==> src/hw/rtl/msx_pkg.sv <==
package msx_pkg;

  localparam int PC_W    = 10;
  localparam int TABLE_W = 52;
  localparam int INST_W  = 40;
  localparam int CYC_W   = 48;
  localparam int MIDX_W  = 16;
  localparam int ADDR_W  = 12;

  localparam logic [TABLE_W-1:0] TABLE_RESET = 52'h1111111111111;
  localparam logic [4:0]         SP_INDEX    = 5'd29;
  localparam logic [31:0]        SP_RESET    = 32'd4096;
  localparam logic [4:0]         LINK_INDEX  = 5'd31;

  typedef enum logic [3:0] {
    OP_ADD     = 4'd0,
    OP_SUB     = 4'd1,
    OP_SLL     = 4'd2,
    OP_SRL     = 4'd3,
    OP_JR      = 4'd4,
    OP_LW      = 4'd5,
    OP_SW      = 4'd6,
    OP_J       = 4'd7,
    OP_JAL     = 4'd8,
    OP_BEQ     = 4'd9,
    OP_BNE     = 4'd10,
    OP_BLEZ    = 4'd11,
    OP_BGTZ    = 4'd12,
    OP_PRELOAD = 4'd13
  } op_t;

  typedef struct packed {
    logic [3:0]         mode;
    logic [4:0]         dest_reg;
    logic [4:0]         source_reg;
    logic [4:0]         second_reg;
    logic [4:0]         shift_amount;
    logic signed [15:0] offset;
    logic [PC_W-1:0]    jump_target;
    logic [ADDR_W-1:0]  preload_address;
    logic signed [31:0] preload_value;
  } in_item_t;

  typedef struct packed {
    logic [PC_W-1:0]    next_pc;
    logic               reg_written;
    logic [4:0]         written_reg;
    logic signed [31:0] written_value;
    logic               mem_written;
    logic [ADDR_W-1:0]  mem_address;
    logic signed [31:0] mem_value;
    logic               address_error;
    logic [INST_W-1:0]  instruction_total;
    logic [CYC_W-1:0]   cycle_total;
  } out_item_t;

  typedef struct packed {
    logic              en;
    logic              we;
    logic [MIDX_W-1:0] idx;
    logic [31:0]       wdata;
  } dmem_req_t;

  typedef struct packed {
    logic        en;
    logic [4:0]  addr;
    logic [31:0] data;
  } rf_wr_t;

  typedef struct packed {
    out_item_t item;
    logic      is_load;
    dmem_req_t mem;
  } ex_res_t;

  function automatic logic [31:0] reg_reset_val(input logic [4:0] idx);
    return (idx == SP_INDEX) ? SP_RESET : 32'd0;
  endfunction

endpackage

==> src/hw/rtl/msx_exec.sv <==
module msx_exec #(
  parameter int DATA_WORDS = 4096
) (
  input  msx_pkg::in_item_t              item,
  input  logic [31:0]                    rs_v,
  input  logic [31:0]                    rt_v,
  input  logic [msx_pkg::PC_W-1:0]       pc,
  input  logic [msx_pkg::INST_W-1:0]     inst,
  input  logic [msx_pkg::CYC_W-1:0]      cyc,
  input  logic [msx_pkg::TABLE_W-1:0]    cost_table,
  output msx_pkg::ex_res_t               res
);
  import msx_pkg::*;

  logic [PC_W-1:0]   seq;
  logic [PC_W-1:0]   br_tgt;
  logic [PC_W-1:0]   npc;
  logic [32:0]       addr;
  logic              addr_bad;
  logic              wreg;
  logic [4:0]        widx;
  logic [31:0]       wval;
  logic              wmem;
  logic [31:0]       mval;
  logic              mrd;
  logic              aerr;
  logic              addr_ok;
  logic              counted;
  logic [63:0]       tbl64;
  logic [3:0]        cost;
  logic [CYC_W:0]    cyc_sum;
  logic [INST_W-1:0] inst_nxt;
  logic [CYC_W-1:0]  cyc_nxt;

  assign seq    = pc + 1'b1;
  assign br_tgt = seq + item.offset[PC_W-1:0];

  // preload uses its own index; lw/sw use base plus sign-extended displacement
  always_comb begin
    if (item.mode == OP_PRELOAD) begin
      addr = {{(33 - ADDR_W){1'b0}}, item.preload_address};
    end else begin
      addr = {rs_v[31], rs_v} + {{17{item.offset[15]}}, item.offset};
    end
    addr_bad = addr[32] || (addr[31:0] >= 32'(DATA_WORDS));
  end

  always_comb begin
    npc     = seq;
    wreg    = 1'b0;
    widx    = item.dest_reg;
    wval    = '0;
    wmem    = 1'b0;
    mval    = '0;
    mrd     = 1'b0;
    aerr    = 1'b0;
    addr_ok = 1'b0;
    case (op_t'(item.mode))
      OP_ADD: begin
        wreg = 1'b1;
        wval = rs_v + rt_v;
      end
      OP_SUB: begin
        wreg = 1'b1;
        wval = rs_v - rt_v;
      end
      OP_SLL: begin
        wreg = 1'b1;
        wval = rt_v << item.shift_amount;
      end
      OP_SRL: begin
        wreg = 1'b1;
        wval = rt_v >> item.shift_amount;
      end
      OP_JR: begin
        npc = rs_v[PC_W-1:0];
      end
      OP_LW: begin
        aerr    = addr_bad;
        addr_ok = !addr_bad;
        mrd     = !addr_bad;
        wreg    = !addr_bad;
        widx    = item.second_reg;
      end
      OP_SW: begin
        aerr    = addr_bad;
        addr_ok = !addr_bad;
        wmem    = !addr_bad;
        mval    = rt_v;
      end
      OP_J: begin
        npc = item.jump_target;
      end
      OP_JAL: begin
        wreg = 1'b1;
        widx = LINK_INDEX;
        wval = {{(32 - PC_W){1'b0}}, seq};
        npc  = item.jump_target;
      end
      OP_BEQ: begin
        if (rs_v == rt_v) npc = br_tgt;
      end
      OP_BNE: begin
        if (rs_v != rt_v) npc = br_tgt;
      end
      OP_BLEZ: begin
        if (rs_v[31] || rs_v == '0) npc = br_tgt;
      end
      OP_BGTZ: begin
        if (!rs_v[31] && rs_v != '0) npc = br_tgt;
      end
      OP_PRELOAD: begin
        npc     = pc;
        aerr    = addr_bad;
        addr_ok = !addr_bad;
        wmem    = !addr_bad;
        mval    = item.preload_value;
      end
      default: begin
      end
    endcase
    // drop writes to register zero
    if (widx == '0) begin
      wreg = 1'b0;
    end
    if (!wreg) begin
      widx = '0;
      wval = '0;
    end
    if (!wmem) begin
      mval = '0;
    end
  end

  assign counted = item.mode < OP_PRELOAD;
  assign tbl64   = {{(64 - TABLE_W){1'b0}}, cost_table};
  assign cost    = counted ? tbl64[{item.mode, 2'b00} +: 4] : 4'd0;
  assign cyc_sum = {1'b0, cyc} + (CYC_W + 1)'(cost);

  always_comb begin
    inst_nxt = inst;
    if (counted && inst != '1) begin
      inst_nxt = inst + 1'b1;
    end
    cyc_nxt = cyc_sum[CYC_W] ? '1 : cyc_sum[CYC_W-1:0];
  end

  always_comb begin
    res.item.next_pc           = npc;
    res.item.reg_written       = wreg;
    res.item.written_reg       = widx;
    res.item.written_value     = wval;
    res.item.mem_written       = wmem;
    res.item.mem_address       = addr_ok ? addr[ADDR_W-1:0] : '0;
    res.item.mem_value         = mval;
    res.item.address_error     = aerr;
    res.item.instruction_total = inst_nxt;
    res.item.cycle_total       = cyc_nxt;
    res.is_load                = mrd && wreg;
    res.mem.en                 = mrd || wmem;
    res.mem.we                 = wmem;
    res.mem.idx                = addr[MIDX_W-1:0];
    res.mem.wdata              = mval;
  end

endmodule

==> config.mk <==
export PLATFORM = sky130hd
export DESIGN_NAME = msx_exec
export DESIGN_NICKNAME = d
export VERILOG_FILES = /design/src/hw/rtl/msx_pkg.sv /design/src/hw/rtl/msx_exec.sv
export SDC_FILE = /design/constraint.sdc
export NUM_CORES = 1
export LEC_CHECK = 0
export BUFFER_PORTS_ARGS = -buffer_cell sky130_fd_sc_hd__buf_4
export CAP_MARGIN = 40
export CORE_AREA = 2 2 213 215
export DETAILED_ROUTE_END_ITERATION = 8
export DIE_AREA = 0 0 215 217
export PLACE_DENSITY = 0.63
export SLEW_MARGIN = 20
export SYNTH_ARGS = -nofsm -noshare
export SYNTH_HDL_FRONTEND = slang
export SYNTH_SLANG_ARGS = --single-unit
==> constraint.sdc <==
create_clock -name vclk -period 6.1
set_input_delay 0.61 -clock vclk [all_inputs]
set_output_delay 0.61 -clock vclk [all_outputs]
set_load 0.02 [all_outputs]
==> results.py, run 1 <==
metrics = {
    "synthesis": {
        "ys_seq_area_frac": 0,
        "synthTopCellsByCount": "nand2_1 (220), a21oi_1 (173), nor2_1 (160), ha_1 (109), inv_1 (101)",
        "synthDistinctLibCells": 82,
        "yosysMostFrequentCell": "nand2_1",
        "syn_nets": 2373,
        "synth_top_area_share": 0.114,
        "synth.yosys.warnings": 0,
        "yosys.area.top_type": "mux4_2",
        "avgSynthCellArea_um2": 6.89,
        "synth_area_um2": 13400,
        "synth.area.top_cells": "mux4_2 (11%), ha_1 (10%), a21oi_1 (6.4%)",
        "syn_inst": 1951,
    },
    "timing": {
        "setup-violations-final": 0,
        "final-hold-violation-count": 0,
        "fmax_mhz": 182,
        "final.setup.tns_ns": 0,
        "rsz0062_at_grt": "no",
        "slew_viol_final": 0,
        "relSlewSlack": 0.399,
        "finalCritPeriodShare": 0.903,
        "worst_pin_slew_ns": 0.896,
        "period_minus_slack_ns": 5.51,
    },
    "drt": {
        "vias": 17500,
        "vias_per_cell": 5.90,
        "drtAntennaViolNets": 0,
        "initialDrtViolationCount": 1662,
        "drtPass1Iterations": 6,
        "wl_per_cell_um": 24.3,
        "drcViolationCount": 0,
        "wl_um": 72000,
    },
    "hold_path": {
        "hold_path_class": "input port to output port",
        "hold_path.startpoint": "inst[5]",
        "hold_depth": 3,
        "hold_end": "res[104]",
    },
    "critical_path": {
        "cp_slowest_stage_delay_ns": 0.55,
        "crit_path_max_fanout": 19,
        "cp.required_ns": 5.49,
        "cp.buffers_inverters": 3,
        "path_class": "input port to output port",
        "crit_slowest_cell": "mux4_2",
        "critPathTopFamily": "compound AO/OA/AOI/OAI gates",
        "crit_path_end_kind": "output port",
        "path_cells": "buf_4 -> mux4_2 -> mux2_2 -> o21ai_0 -> inv_1 -> ha_1 -> a21o_1 -> a21o_1 -> a21oi_1 -> nor2_1 -> and4_1 -> and3_1 -> nand2_1 -> nor2_1 -> nand3_1 -> mux2_2 -> buf_4",
        "cp-start-kind": "input port",
        "cp.arrival_ns": 4.90,
    },
    "power_and_ir_drop": {
        "p_leak_nw": 7.85,
        "cellPowerDensity_nw_per_um2": 94.0,
        "ir_drop_uv": 49.8,
    },
    "floorplan": {
        "die_y_um": 217,
        "die-width_um": 215,
        "row_count": 78,
        "core_um2": 44700,
        "dieArea_um2": 46700,
        "initial_utilization": 0.301,
        "ios": 541,
    },
    "placement": {
        "dpl.hpwl_um": 59100,
        "dpl-instance-area_um2": 17600,
        "numPortBuffers": 536,
        "place_congestion": 0.973,
    },
    "finish": {
        "final_cell_area_um2": 17700,
        "fin_nets": 2777,
        "layout-area-overhead-vs-synth_pct": 31.8,
        "clkbuf_count": 0,
        "drive_gt1_frac": 0.291,
        "flops_and_latches": 0,
        "seq_area_um2": 0,
    },
    "grt": {
        "grt_pass1_wl_um": 105000,
        "overflow": 0,
        "grt_max_degree": 72,
        "grt_pass1_vias": 16700,
        "track_usage": 0.287,
        "antenna_found_initial": 7,
    },
    "clock_tree": {
        "hold_buffers": 0,
        "cts_resized": 0,
        "postCtsSetupBuffers": 0,
    },
    "job": {
        "drv_cap": 0,
    },
    "status": {
        "status": "complete, no violations",
    },
}
==> cell families after synthesis <==
family	after synthesis	synth area share
XOR/XNOR	126	0.0821
AO/OA/AOI/OAI	584	0.290
AND/OR/NAND/NOR	728	0.266
buffers and inverters	260	0.0859
adder cells (fa/ha/maj)	114	0.109
multiplexers	139	0.168
==> layer usage <==
layer	global-route usage	vias to the layer above	routed length (um)	part of all wire
met5	0	-	0	0
met1	0.353	8434	28000	0.39
met4	0.108	0	3120	0.043
met3	0.0282	124	4940	0.069
li1	-	8098	-	-
met2	0.519	821	35900	0.50
==> power breakdown <==
part	internal [mW]	leakage (nW)	switching, mW	total, mW
clock	0.000000154	0.0000444	0	0.000000154
combinational	0.689	7.85	0.979	1.67
sequential	0	0	0	0
total	0.689	7.85	0.979	1.67
==> area by class of cell <==
class	count	area, um^2
multi-input cells	1691	12300
diodes	7	17.5
inverters	102	383
well taps	600	751
fillers	4790	27000
repair buffers	560	4250
==> worst max-delay path by stage <==
| stage | from | slack, ns | depth (start not counted) | to |
|---|---|---|---|---|
| after floorplan | item[90] | 0.44 | 20 | res[63] |
| after global placement | item[90] | 0.51 | 17 | res[98] |
| after detailed placement | item[90] | 0.51 | 17 | res[98] |
| after CTS | item[90] | 0.51 | 17 | res[98] |
| after global routing | item[90] | 0.29 | 17 | res[98] |
| final | item[90] | 0.59 | 17 | res[98] |
==> cell usage in the layout (no fill, tap or decap), types with 12 or more instances in the layout <==
cell      synthesis  layout
a21o_1           23      23
nor2_1          160     159
o21a_1           13      13
nand3_1          79      79
mux2_2           12      12
a222oi_1         15      15
o211ai_1         12      12
and2_1           15      15
a21oi_1         173     173
a31oi_1          26      26
nor4_1           18      18
nand4_1          25      25
and3_1           47      46
nor3b_1          37      37
o21bai_1         30      30
o31ai_1          17      17
mux4_2           68      68
xor2_1           39      39
ha_1            109     109
inv_1           101     101
a22oi_1          41      41
mux2i_1          59      59
nor3_1           43      40
o22ai_1          28      28
buf_4            40     556
nor2b_1          18      18
xnor2_1          87      87
nand2b_1         25      25
o21ai_0          87      87
nand2_1         220     220
==> through the flow <==
stage               power, mW  std cells  setup WS [ns]   util  hold WS [ns]
global placement         1.63       2949          0.514  0.395          1.53
CTS                      1.65       2950          0.505  0.395          1.53
finish                   1.67       2960          0.592  0.397          1.53
detailed placement       1.64       2950          0.506  0.395          1.53
floorplan               0.980       1951          0.439      -          1.35
global route             1.79       2960          0.294  0.397          1.55
==> tightest hold or removal path: cells and delay by family <==
kind | cells | cell delay, ns
XOR/XNOR | 1 | 0.06
buffers and inverters | 2 | 0.25
No activity file was read; power rests on OpenSTA's default activity.
==> run 2: changes to the inputs <==
- CELL_PAD_IN_SITES_DETAIL_PLACEMENT: unset -> 1
- CELL_PAD_IN_SITES_GLOBAL_PLACEMENT: unset -> 1
- CORE_AREA: 2 2 213 215 -> 2 2 211 213
- DIE_AREA: 0 0 215 217 -> 0 0 213 215
- PLACE_DENSITY: 0.63 -> 0.85
==> results.py, run 2 (synthesis gave the netlist of run 1 again) <==
metrics = {
    "timing": {
        "final.setup.tns_ns": 0,
        "fin_ws_ns": 0.570,
        "finalCritPeriodShare": 0.907,
        "period_minus_slack_ns": 5.53,
        "hold-worst-slack_ns": 1.54,
        "final-hold-violation-count": 0,
        "relSlewSlack": 0.371,
        "setup-violations-final": 0,
        "slew_viol_final": 0,
        "fmax_mhz": 181,
        "rsz0062_at_grt": "no",
        "worst_pin_slew_ns": 0.938,
    },
    "drt": {
        "initialDrtViolationCount": 1711,
        "vias": 18100,
        "drcViolationCount": 0,
        "wl_um": 77400,
        "wl_per_cell_um": 26.2,
        "vias_per_cell": 6.12,
        "drtAntennaViolNets": 0,
        "drtPass1Iterations": 8,
    },
    "power_and_ir_drop": {
        "p_total_mw": 1.71,
        "cellPowerDensity_nw_per_um2": 96.1,
        "p_leak_nw": 7.87,
        "ir_drop_uv": 49.4,
    },
    "floorplan": {
        "die_y_um": 215,
        "initial_utilization": 0.308,
        "core_um2": 43600,
        "die-width_um": 213,
        "row_count": 77,
        "ios": 541,
        "dieArea_um2": 45800,
    },
    "finish": {
        "seq_area_um2": 0,
        "fin_nets": 2781,
        "final_cell_area_um2": 17800,
        "drive_gt1_frac": 0.293,
        "final_util": 0.407,
        "flops_and_latches": 0,
        "final_cell_mix": "buf_4 (559), nand2_1 (220), a21oi_1 (173)",
        "layout-area-overhead-vs-synth_pct": 32.0,
        "clkbuf_count": 0,
        "fin_cells": 2954,
        "final_common_cell": "buf_4",
    },
    "grt": {
        "grt_pass1_wl_um": 112000,
        "antenna_found_initial": 5,
        "grt_pass1_vias": 18500,
        "grt_max_degree": 72,
        "overflow": 0,
        "track_usage": 0.316,
    },
    "hold_path": {
        "hold_depth": 3,
        "hold_path_class": "input port to output port",
    },
    "critical_path": {
        "cp.arrival_ns": 4.92,
        "cp.required_ns": 5.49,
        "crit_top_cell": "buf_4",
        "crit_path_end_kind": "output port",
        "cp-start-kind": "input port",
        "crit_path_max_fanout": 31,
        "path_cells": "buf_4 -> mux4_2 -> nor2b_1 -> a211oi_1 -> a21oi_1 -> ha_1 -> inv_1 -> fa_1 -> inv_1 -> a21o_1 -> a21oi_1 -> buf_4 -> nor2_1 -> and3_1 -> and2_1 -> and3_1 -> nand3_1 -> buf_4 -> nand2_1 -> buf_4",
        "path_class": "input port to output port",
        "cp_slowest_stage_delay_ns": 0.55,
        "crit_slowest_cell": "mux4_2",
    },
    "placement": {
        "dpl.hpwl_um": 63600,
        "dp.cells": 2945,
        "place_congestion": 0.981,
        "place_ws_ns": 0.591,
        "numPortBuffers": 536,
        "dpl-instance-area_um2": 17700,
    },
    "job": {
        "drv_cap": 0,
    },
    "status": {
        "status": "complete, no violations",
    },
    "clock_tree": {
        "hold_buffers": 0,
        "cts_resized": 0,
        "postCtsSetupBuffers": 0,
    },
}
==> run 2: where the power goes <==
group	internal [mW]	total, mW	switching [mW]
clock network	0.000000111	0.000000111	0
logic	0.691	1.71	1.01
registers	0	0	0
==> run 2: metal layers <==
layer | track usage | share of wire | vias up
met5 | 0 | 0 | -
met4 | 0.180 | 0.064 | 0
met3 | 0.0405 | 0.070 | 196
met2 | 0.563 | 0.49 | 836
met1 | 0.361 | 0.37 | 8960
li1 | - | - | 8083
==> run 2: final cells by class <==
type                            count  area [um^2]
Fill cell                        5578        25900
Timing Repair Buffer              564         4280
Multi-Input combinational cell   1691        12300
Inverter                          102          383
Antenna cell                        5         12.5
Tap cell                          592          741
==> run 2: path summary, 6_finish.rpt <==
check	from	to	slack (ns)
min	inst[34]	res[133]	1.54
max	item[90]	res[73]	0.57
==> run 2: worst max-delay path, delay by kind of cell <==
kind | cells | cell delay, ns
buffers and inverters | 6 | 1.14
and+or+nand+nor | 7 | 1.49
AOI/OAI and AO/OA | 4 | 0.72
muxes | 1 | 0.55
adders and majority gates | 2 | 0.42
==> run 3: changes to the inputs <==
- CORE_AREA: 2 2 211 213 -> 4 4 211 213
- DIE_AREA: 0 0 213 215 -> 0 0 215 217
- PLACE_DENSITY: 0.85 -> 0.86
- clock period: 6.1 -> 6.4 ns (I/O delays scaled with it)
==> results.py, run 3 (synthesis gave the netlist of run 1 again) <==
metrics = {
    "status": {
        "status": "complete, no violations",
    },
    "finish": {
        "flops_and_latches": 0,
        "fin_cells": 2897,
        "clkbuf_count": 0,
        "seq_area_um2": 0,
        "final_cell_area_um2": 17600,
        "fillerInstances": 5479,
        "layout-area-overhead-vs-synth_pct": 30.8,
        "drive_gt1_frac": 0.290,
        "final_common_cell": "buf_4",
        "final_util": 0.412,
        "fin_nets": 2774,
        "final_cell_mix": "buf_4 (555), nand2_1 (220), a21oi_1 (173)",
    },
    "critical_path": {
        "cp.required_ns": 5.76,
        "cp.buffers_inverters": 6,
        "crit_cells": 21,
        "path_class": "input port to output port",
        "cp-start-kind": "input port",
        "crit_top_cell": "buf_4",
        "cp.arrival_ns": 4.91,
        "crit_slowest_cell": "mux4_2",
        "cp_slowest_stage_delay_ns": 0.54,
        "critPathTopFamily": "simple AND/OR/NAND/NOR gates",
        "crit_path_max_fanout": 42,
        "path_cells": "buf_4 -> mux4_2 -> nor2b_1 -> a211oi_1 -> a21oi_1 -> ha_1 -> inv_1 -> fa_1 -> inv_1 -> a21o_1 -> a21oi_1 -> buf_4 -> nor2_1 -> and3_1 -> and2_1 -> and3_1 -> nand3_1 -> buf_4 -> and3_1 -> nor2_1 -> buf_4",
        "crit_path_end_kind": "output port",
    },
    "grt": {
        "use_met2": 0.558,
        "antenna_found_initial": 1,
        "grt_pass1_vias": 18400,
        "grt_use_met1": 0.350,
        "track_usage": 0.304,
        "busiest_layer": "met2",
        "met3_usage": 0.0437,
        "overflow": 0,
        "grt_max_degree": 72,
        "grt_pass1_wl_um": 114000,
    },
    "clock_tree": {
        "hold_buffers": 0,
        "cts_resized": 0,
        "postCtsSetupBuffers": 0,
    },
    "timing": {
        "slew_viol_final": 0,
        "worst_pin_slew_ns": 0.905,
        "final.setup.tns_ns": 0,
        "setup-violations-final": 0,
        "fmax_mhz": 180,
        "rsz0062_at_grt": "no",
        "final-hold-violation-count": 0,
        "relSlewSlack": 0.394,
        "hold-worst-slack_ns": 1.59,
        "period_minus_slack_ns": 5.55,
        "fin_ws_ns": 0.854,
        "finalCritPeriodShare": 0.867,
    },
    "floorplan": {
        "die-width_um": 215,
        "die_y_um": 217,
        "ios": 541,
        "dieArea_um2": 46700,
        "core_um2": 42700,
        "row_count": 76,
        "initial_utilization": 0.315,
    },
    "drt": {
        "vias_per_cell": 6.24,
        "wl_per_cell_um": 26.6,
        "drtPass1Iterations": 5,
        "initialDrtViolationCount": 1734,
        "drcViolationCount": 0,
        "drtAntennaViolNets": 0,
        "wl_um": 76900,
        "vias": 18100,
    },
    "power_and_ir_drop": {
        "cellPowerDensity_nw_per_um2": 92.0,
        "ir_drop_uv": 37.4,
        "p_leak_nw": 7.82,
        "p_total_mw": 1.62,
    },
    "placement": {
        "numPortBuffers": 536,
        "place_ws_ns": 0.834,
        "dp.cells": 2893,
        "dpl-instance-area_um2": 17500,
        "dpl.hpwl_um": 63600,
        "place_congestion": 1.01,
    },
    "job": {
        "drv_cap": 0,
    },
    "hold_path": {
        "hold_path_class": "input port to output port",
        "hold_depth": 3,
    },
}
run 3: cell types whose count changed in the layout (fill, tap and decap cells not counted):
cell / change
buf_4: -4
diode_2: -4
buf_12: -2
nor3_1: +2
a21oi_2: +1
a21oi_4: -1
buf_16: +1
buf_6: -1
buf_8: -1
nor3_2: -1
nor3_4: -1
run 3: worst paths after layout:
check	startpoint	endpoint	slack, ns
hold / removal	inst[12]	res[111]	1.59
setup / recovery	item[90]	res[94]	0.85
run 3: routing by layer:
layer | up-vias | routed length (um)
met5 | - | 0
met3 | 210 | 5190
met4 | 0 | 4480
li1 | 8064 | -
met1 | 8942 | 28800
met2 | 862 | 38500
run 3: tightest hold or removal path, stage by stage:
cell     delay [ns]
buf_4          0.10
xnor2_1        0.06
buf_4          0.15
run 3: final cells by class:
cell class,count,area [um^2],share of cell area
Timing Repair Buffer,557,4210,0.240
Tap cell,546,683,0.0388
Inverter,102,383,0.0218
Antenna cell,1,2.50,0.000142
Multi-Input combinational cell,1691,12300,0.700
run 3: power breakdown:
group          switching [mW]  internal, mW
Combinational           0.963         0.655
Sequential                  0             0
Clock                       0  0.0000000209
